### src/hw/rtl/b64e_pkg.sv
// package for the base64 stream encoder
// holds the group word type, queue sizing and the alphabet lookup; no dependencies
package b64e_pkg;

    // bytes per group and characters per group
    localparam int GROUP_BYTES = 3;
    localparam int GROUP_CHARS = 4;

    // group queue depth between the front and back parts
    localparam int QUEUE_DEPTH = 2;

    // six-bit mask and pad character
    localparam logic [5:0] SEXTET_MASK = 6'h3F;
    localparam logic [6:0] PAD_CHAR    = 7'h3D;

    // one assembled group waiting to be expanded into characters
    typedef struct packed {
        logic [23:0] bits;   // first byte in 23..16, missing bytes are zero
        logic [1:0]  held;   // real bytes in the group, 1 to 3
        logic        last;   // group ends the message
    } t_group;

    // queue status seen by the front and back parts
    typedef struct packed {
        logic full;
        logic empty;
    } t_queue_status;

    // map one sextet to its ascii code in the standard alphabet
    function automatic logic [6:0] sextet_to_char(input logic [5:0] v);
        logic [6:0] c;
        case (v) inside
            [6'd0:6'd25]:  c = 7'h41 + {1'b0, v};
            [6'd26:6'd51]: c = 7'h61 + {1'b0, v} - 7'd26;
            [6'd52:6'd61]: c = 7'h30 + {1'b0, v} - 7'd52;
            6'd62:         c = 7'h2B;
            default:       c = 7'h2F;
        endcase
        return c;
    endfunction

endpackage

### src/hw/rtl/b64e_front.sv
// front part: takes input words, gathers bytes into groups of three
// depends on b64e_pkg for the group type
module b64e_front (
    input  logic                   i_clk,
    input  logic                   i_rst_n,
    input  logic                   i_valid,
    input  logic [7:0]             i_data_byte,
    input  logic                   i_last_byte,
    input  b64e_pkg::t_queue_status i_queue_status,
    output logic                   o_stall,
    output logic                   o_push,
    output b64e_pkg::t_group       o_group
);

    logic [15:0] r_group_bytes;
    logic [15:0] n_group_bytes;
    logic [1:0]  r_pos;
    logic [1:0]  n_pos;
    logic [1:0]  pos;
    logic        accept;
    logic        ends_group;

    // hold off input while the queue cannot take a group
    assign o_stall = i_queue_status.full;
    assign accept  = i_valid && !o_stall;

    // an impossible position counts as the start of a group
    assign pos        = (r_pos == 2'd3) ? 2'd0 : r_pos;
    assign ends_group = (pos == 2'd2) || i_last_byte;

    // gather bytes and form the outgoing group
    always_comb begin
        n_group_bytes = r_group_bytes;
        n_pos         = r_pos;
        if (pos == 2'd0) begin
            n_group_bytes = {i_data_byte, 8'h00};
        end else if (pos == 2'd1) begin
            n_group_bytes = {r_group_bytes[15:8], i_data_byte};
        end
        if (accept) begin
            n_pos = ends_group ? 2'd0 : pos + 2'd1;
        end
        o_group.last = i_last_byte;
        o_group.held = pos + 2'd1;
        if (pos == 2'd2) begin
            o_group.bits = {r_group_bytes, i_data_byte};
        end else begin
            o_group.bits = {n_group_bytes, 8'h00};
        end
    end

    assign o_push = accept && ends_group;

    // group state
    always_ff @(posedge i_clk) begin
        if (!i_rst_n) begin
            r_pos         <= 2'd0;
            r_group_bytes <= 16'h0000;
        end else begin
            r_pos <= n_pos;
            if (accept) begin
                r_group_bytes <= n_group_bytes;
            end
        end
    end

endmodule

### src/hw/rtl/b64e_queue.sv
// short group queue between the front and back parts
// depends on b64e_pkg for the group type and depth
module b64e_queue (
    input  logic                    i_clk,
    input  logic                    i_rst_n,
    input  logic                    i_push,
    input  b64e_pkg::t_group        i_group,
    input  logic                    i_pop,
    output b64e_pkg::t_group        o_head,
    output b64e_pkg::t_queue_status o_status
);

    localparam int PTR_W = (b64e_pkg::QUEUE_DEPTH > 1) ? $clog2(b64e_pkg::QUEUE_DEPTH) : 1;
    localparam int CNT_W = $clog2(b64e_pkg::QUEUE_DEPTH + 1);

    b64e_pkg::t_group r_mem [b64e_pkg::QUEUE_DEPTH];
    logic [PTR_W-1:0] r_wr_ptr;
    logic [PTR_W-1:0] r_rd_ptr;
    logic [CNT_W-1:0] r_count;
    logic             do_push;
    logic             do_pop;

    assign o_status.full  = (r_count == CNT_W'(b64e_pkg::QUEUE_DEPTH));
    assign o_status.empty = (r_count == '0);
    assign do_push        = i_push && !o_status.full;
    assign do_pop         = i_pop && !o_status.empty;
    assign o_head         = r_mem[r_rd_ptr];

    // entry storage
    always_ff @(posedge i_clk) begin
        if (do_push) begin
            r_mem[r_wr_ptr] <= i_group;
        end
    end

    // pointers and fill count
    always_ff @(posedge i_clk) begin
        if (!i_rst_n) begin
            r_wr_ptr <= '0;
            r_rd_ptr <= '0;
            r_count  <= '0;
        end else begin
            if (do_push) begin
                r_wr_ptr <= (r_wr_ptr == PTR_W'(b64e_pkg::QUEUE_DEPTH - 1)) ? '0
                                                                             : r_wr_ptr + 1'b1;
            end
            if (do_pop) begin
                r_rd_ptr <= (r_rd_ptr == PTR_W'(b64e_pkg::QUEUE_DEPTH - 1)) ? '0
                                                                             : r_rd_ptr + 1'b1;
            end
            if (do_push && !do_pop) begin
                r_count <= r_count + 1'b1;
            end else if (do_pop && !do_push) begin
                r_count <= r_count - 1'b1;
            end
        end
    end

endmodule

### src/hw/rtl/b64e_back.sv
// back part: expands each queued group into four characters, one per word
// depends on b64e_pkg for the group type and the alphabet function
module b64e_back (
    input  logic                    i_clk,
    input  logic                    i_rst_n,
    input  b64e_pkg::t_group        i_head,
    input  b64e_pkg::t_queue_status i_queue_status,
    output logic                    o_pop,
    input  logic                    i_stall,
    output logic                    o_valid,
    output logic [6:0]              o_out_char,
    output logic                    o_last_char
);

    logic [1:0] r_idx;
    logic       r_valid;
    logic [6:0] r_char;
    logic       r_last;
    logic       load;
    logic       take;
    logic [5:0] sextet;
    logic       pad;
    logic [6:0] n_char;

    // output register is free when empty or being taken
    assign load  = !r_valid || !i_stall;
    assign take  = load && !i_queue_status.empty;
    assign o_pop = take && (r_idx == 2'd3);

    // pick the sextet for the current character slot
    always_comb begin
        case (r_idx)
            2'd0:    sextet = i_head.bits[23:18];
            2'd1:    sextet = i_head.bits[17:12];
            2'd2:    sextet = i_head.bits[11:6];
            default: sextet = i_head.bits[5:0] & b64e_pkg::SEXTET_MASK;
        endcase
        pad    = ((r_idx == 2'd2) && (i_head.held < 2'd2)) ||
                 ((r_idx == 2'd3) && (i_head.held < 2'd3));
        n_char = pad ? b64e_pkg::PAD_CHAR : b64e_pkg::sextet_to_char(sextet);
    end

    // slot counter and output register
    always_ff @(posedge i_clk) begin
        if (!i_rst_n) begin
            r_idx   <= 2'd0;
            r_valid <= 1'b0;
        end else if (load) begin
            r_valid <= !i_queue_status.empty;
            if (take) begin
                r_idx <= r_idx + 2'd1;
            end
        end
    end

    always_ff @(posedge i_clk) begin
        if (take) begin
            r_char <= n_char;
            r_last <= i_head.last && (r_idx == 2'd3);
        end
    end

    assign o_valid     = r_valid;
    assign o_out_char  = r_char;
    assign o_last_char = r_last;

endmodule

### src/hw/rtl/base64_stream_encoder.sv
// top level of the base64 stream encoder
// instantiates b64e_front, b64e_queue and b64e_back; depends on b64e_pkg
//
// Streaming base64 encoder with the standard alphabet. One raw byte is taken
// per input word, with i_last_byte marking the end of a message; every group
// of three bytes, or a shorter final group padded with '=', becomes four
// ascii characters on the output, one per word, the last one flagged by
// o_last_char. Input bytes are taken one per cycle while the two-entry group
// queue has room; the output side emits one character per cycle while
// i_stall is low and a group is queued, so the sustained input rate is set
// by the one-wide character output. A final short group still yields four
// output characters. A group that is closed is registered in the queue, and
// its first character then in the output register.
module base64_stream_encoder_core (
    input  logic       i_clk,
    input  logic       i_rst_n,
    input  logic       i_valid,
    output logic       o_stall,
    input  logic [7:0] i_data_byte,
    input  logic       i_last_byte,
    output logic       o_valid,
    input  logic       i_stall,
    output logic [6:0] o_out_char,
    output logic       o_last_char
);

    b64e_pkg::t_group        push_group;
    b64e_pkg::t_group        head_group;
    b64e_pkg::t_queue_status queue_status;
    logic                    push;
    logic                    pop;

    // byte gathering
    b64e_front u_front (
        .i_clk          (i_clk),
        .i_rst_n        (i_rst_n),
        .i_valid        (i_valid),
        .i_data_byte    (i_data_byte),
        .i_last_byte    (i_last_byte),
        .i_queue_status (queue_status),
        .o_stall        (o_stall),
        .o_push         (push),
        .o_group        (push_group)
    );

    // group queue
    b64e_queue u_queue (
        .i_clk    (i_clk),
        .i_rst_n  (i_rst_n),
        .i_push   (push),
        .i_group  (push_group),
        .i_pop    (pop),
        .o_head   (head_group),
        .o_status (queue_status)
    );

    // character expansion
    b64e_back u_back (
        .i_clk          (i_clk),
        .i_rst_n        (i_rst_n),
        .i_head         (head_group),
        .i_queue_status (queue_status),
        .o_pop          (pop),
        .i_stall        (i_stall),
        .o_valid        (o_valid),
        .o_out_char     (o_out_char),
        .o_last_char    (o_last_char)
    );

    // queue is never full and empty at once
    a_queue_flags : assert property (@(posedge i_clk) disable iff (!i_rst_n)
        !(queue_status.full && queue_status.empty))
        else $error("queue flags both set");

    // a pushed group leaves the queue non-empty in the next cycle
    a_push_lands : assert property (@(posedge i_clk) disable iff (!i_rst_n)
        push |=> !queue_status.empty)
        else $error("pushed group lost");

    // a flagged final character is always the pad or an alphabet character
    a_last_char_code : assert property (@(posedge i_clk) disable iff (!i_rst_n)
        (o_valid && o_last_char) |-> (o_out_char == b64e_pkg::PAD_CHAR ||
            o_out_char == 7'h2B || o_out_char == 7'h2F || o_out_char >= 7'h30))
        else $error("bad final character");

    // reset leaves no character on the output
    a_reset_clear : assert property (@(posedge i_clk)
        !i_rst_n |=> !o_valid)
        else $error("output valid after reset");

endmodule

### config.mk
export PLATFORM = sky130hd
export DESIGN_NAME = base64_stream_encoder_core
export DESIGN_NICKNAME = d
export VERILOG_FILES = /design/src/hw/rtl/b64e_pkg.sv /design/src/hw/rtl/b64e_front.sv /design/src/hw/rtl/b64e_queue.sv /design/src/hw/rtl/b64e_back.sv /design/src/hw/rtl/base64_stream_encoder.sv
export SDC_FILE = /design/constraint.sdc
export NUM_CORES = 1
export LEC_CHECK = 0
export BUFFER_PORTS_ARGS = -buffer_cell sky130_fd_sc_hd__buf_2
export CORE_MARGIN = 2
export CORE_UTILIZATION = 50
export DETAILED_ROUTE_END_ITERATION = 10
export PLACE_DENSITY = 0.67
export SETUP_SLACK_MARGIN = 0.4
export SLEW_MARGIN = 25
export SYNTH_ARGS = -nofsm -noshare
export SYNTH_HDL_FRONTEND = slang
export SYNTH_SLANG_ARGS = --single-unit
### constraint.sdc
create_clock -name i_clk -period 8.71 [get_ports i_clk]
set_input_delay 0.4355 -clock i_clk [delete_from_list [all_inputs] [get_ports i_clk]]
set_output_delay 0.4355 -clock i_clk [all_outputs]
set_load 0.01 [all_outputs]
==> flow_summary.yaml <==
timing:
  rsz0062_at_grt: "false"
  slew_headroom_pct: 38.66
  min_period_ns: 3.756
  fin_crit_sh_pct: 43.13
  fmax_mhz: 266.2
  maxSlewViolCount: 0
  setup_viol: 0
  hold_viol: 0
  worst_pin_slew_ns: 0.9182
  finClkSkew_ns: 0.01165
  tns_ns: 0
die:
  rows: 33
  ioPinCount: 23
  die-area_um2: 9040
  die_height_um: 95.08
  die_w_um: 95.08
  initial_core_util_pct: 50.99
  core_um2: 8134
layout:
  finalNetCount: 393
  stdcell_count: 477
  design_area_um2: 4604
  fin_util_pct: 56.61
  antenna_cells: 0
  syn2layout_area_growth_pct: 11.01
  drive_above_1_share_pct: 16.94
  nFillCells: 679
detailed_routing:
  wl_per_cell_um: 18.57
  vias: 2758
  drtPass1Iterations: 4
  viasPerCell: 5.782
  drc: 0
  drtAntennaViolNets: 0
  drt_iter0_markers: 231
  wirelength_mm: 8.859
setup_path:
  endpoint_kind: "flip-flop"
  cp.arrival_ns: 3.85
  cp_slowest_cell: "dfxtp_1"
  critical_path_buf_inv_count: 1
  rrSetupSlack_ns: 4.95
  worst-endpoint-required_ns: 8.80
  path_delay_family: "simple AND/OR/NAND/NOR gates"
  cpPeakStageDelay_ns: 0.73
  worstPathMaxFanout: 15
  crit_type: "flip-flop to flip-flop"
  path_cells: "nor2b_1 > nand2_1 > nand3_1 > inv_1 > ha_1 > or2_2 > a21boi_0 > o31ai_2 > o221a_2 > o221ai_1"
  critPathLaunchType: "flip-flop"
  r2r-end: "u_back.o_out_char[2]"
  reg2regPathDepth: 10
clock_tree:
  cts_tree: "built"
  cts_buffers: 9
  clkTransAtPathRegs_ns: 0.09
  clockBufferDepth: 2
  htreeDepth: 3
  hold_buffers: 0
  post_cts_buffers: 0
  cts.sinks: 88
  cts_resized: 0
  root_buffer: "clkbuf_8"
  clock_latency_ns: 0.35
synth:
  synth_edf_count: 62
  async_reset_ff_share_pct: 0
  ys_top_cells_by_area: "edfxtp_1 45%, dfxtp_1 13%, ha_1 3.9%, a22oi_1 3.4%, nand2_1 2.7%"
  syn_inst: 344
  netlist_area_um2: 4148
  yosysMostFrequentCell: "edfxtp_1"
  synth_top_area_cell: "edfxtp_1"
  synth_top_flop_cell: "edfxtp_1"
  ys_warn_count: 0
  yosysSeqAreaShare_pct: 57.44
  yosys.area.top_type_share_pct: 44.89
  ys_seq_elements: 88
  yosys-top-cells-count: "62 x edfxtp_1, 30 x nand2_1, 26 x dfxtp_1"
  synthesis.nets: 370
  yosysUniqueCellTypes: 60
  avgSynthCellArea_um2: 12.06
placement:
  place_area_um2: 4353
  placedCellCount: 461
  routabilityCongestion: 0.8579
  dp_hpwl_mm: 6.411
  io_buffers: 22
grt:
  met3_usage_pct: 3.083
  grt_usage_pct: 21.15
  grt_pass1_vias: 2754
  grt_use_met2_pct: 32.69
  grt_pass1_wl_mm: 14.32
  globalRouteMet1Util_pct: 30.45
  top_usage_layer: "met2"
  antenna_found_initial: 0
  grt_overflow_total: 0
  grt_max_degree: 28
min_path:
  min-delay-start: "i_last_byte"
  whs_endpoint: "u_queue.r_mem[0][0]"
  hp-class: "primary input to flip-flop"
  min_path_cells: 1
power:
  power_density_nw_per_um2: 236.6
  ir_drop_mv: 0.1228
  leakage_nw: 1.654
outcome:
  status: "complete, no violations"
flow_run:
  drv_cap: 0
[routing by layer]
layer,wire length (um),up-vias
met5,0,-
met4,111,0
met3,340,8
met2,4249,65
met1,4158,1323
li1,-,1362
[logic make-up after synthesis]
family | after synthesis | synth area share (%)
simple gates | 113 | 14.36
flops | 88 | 57.44
compound gates | 84 | 16.47
buf+inv | 24 | 2.474
mux | 15 | 3.861
fa+ha+maj | 13 | 3.922
xor+xnor | 7 | 1.478
[worst register-to-register path, cell delays in order, from the launching register on]
cell      delay (ns)
dfxtp_1         0.73
nor2b_1         0.51
nand2_1         0.09
nand3_1         0.31
inv_1           0.17
ha_1            0.21
or2_2           0.29
a21boi_0        0.16
o31ai_2         0.62
o221a_2         0.31
o221ai_1        0.10
[sequential cells by signal, summed over array words and instances, names as in the netlist, named ones only]
register,count
u_queue.r_mem,54
u_front.r_group_bytes,16
u_back.o_out_char,7
u_back.r_idx,2
u_front.r_pos,2
u_queue.r_count,2
u_back.o_last_char,1
u_back.o_valid,1
u_queue.r_rd_ptr,1
u_queue.r_wr_ptr,1
[power by group]
part           internal (mW)  leakage [nW]  switching [mW]
Clock                  0.194         0.118           0.155
Combinational         0.0977         0.724           0.152
Sequential             0.482         0.812         0.00968
[cells in the final DEF, fill, tap and decap left out, types with 3 or more instances in the layout]
cell type / n
a21boi_0: 11
a21oi_1: 4
a222oi_1: 3
a22o_1: 10
a22oi_1: 19
and2_1: 17
and3_1: 3
buf_2: 22
buf_4: 3
bufinv_16: 3
clkbuf_8: 9
dfxtp_1: 26
edfxtp_1: 62
ha_1: 13
inv_1: 11
mux2_2: 8
mux2i_1: 7
nand2_1: 30
nand3_1: 15
nor2_1: 12
nor2b_1: 14
nor3_1: 3
nor4_1: 3
o211ai_1: 3
o21ai_0: 3
o221ai_1: 4
xnor2_1: 6
[how the worst max path moves through the flow]
stage | from | end | slack (ns) | cells after the start
6_report | flip-flop | u_back.o_out_char[2] | 4.95 | 10
5_1_grt | u_back.r_idx[1] | u_back.o_out_char[2] | 4.63 | 11
4_1_cts | u_back.r_idx[1] | u_back.o_out_char[2] | 4.92 | 11
3_5_place_dp | u_back.r_idx[1] | u_back.o_out_char[2] | 4.95 | 11
3_3_place_gp | u_back.r_idx[1] | u_back.o_out_char[2] | 5.11 | 11
2_1_floorplan | u_back.r_idx[1] | u_back.o_out_char[2] | 5.48 | 12
[layout make-up]
type,count,area [um2],share of cell area [%]
clock buffers,9,123.9,2.690
clock inverters,7,125.1,2.717
inverters,11,41.29,0.8967
multi-input cells,232,1668,36.22
flip-flops and latches,88,2382,51.74
well taps,105,131.4,2.853
repair buffers,25,132.6,2.880
[metrics by stage]
stage	hold slack (ns)	setup slack (ns)	power, mW
after global placement	0.4471	5.113	0.7479
after global routing	0.3095	4.626	1.142
after detailed placement	0.4581	4.946	0.7498
final	0.3260	4.954	1.089
after floorplan	0.4409	5.475	0.6828
after CTS	0.3059	4.923	1.097
Note: power is estimated with default switching activity, not from simulation.
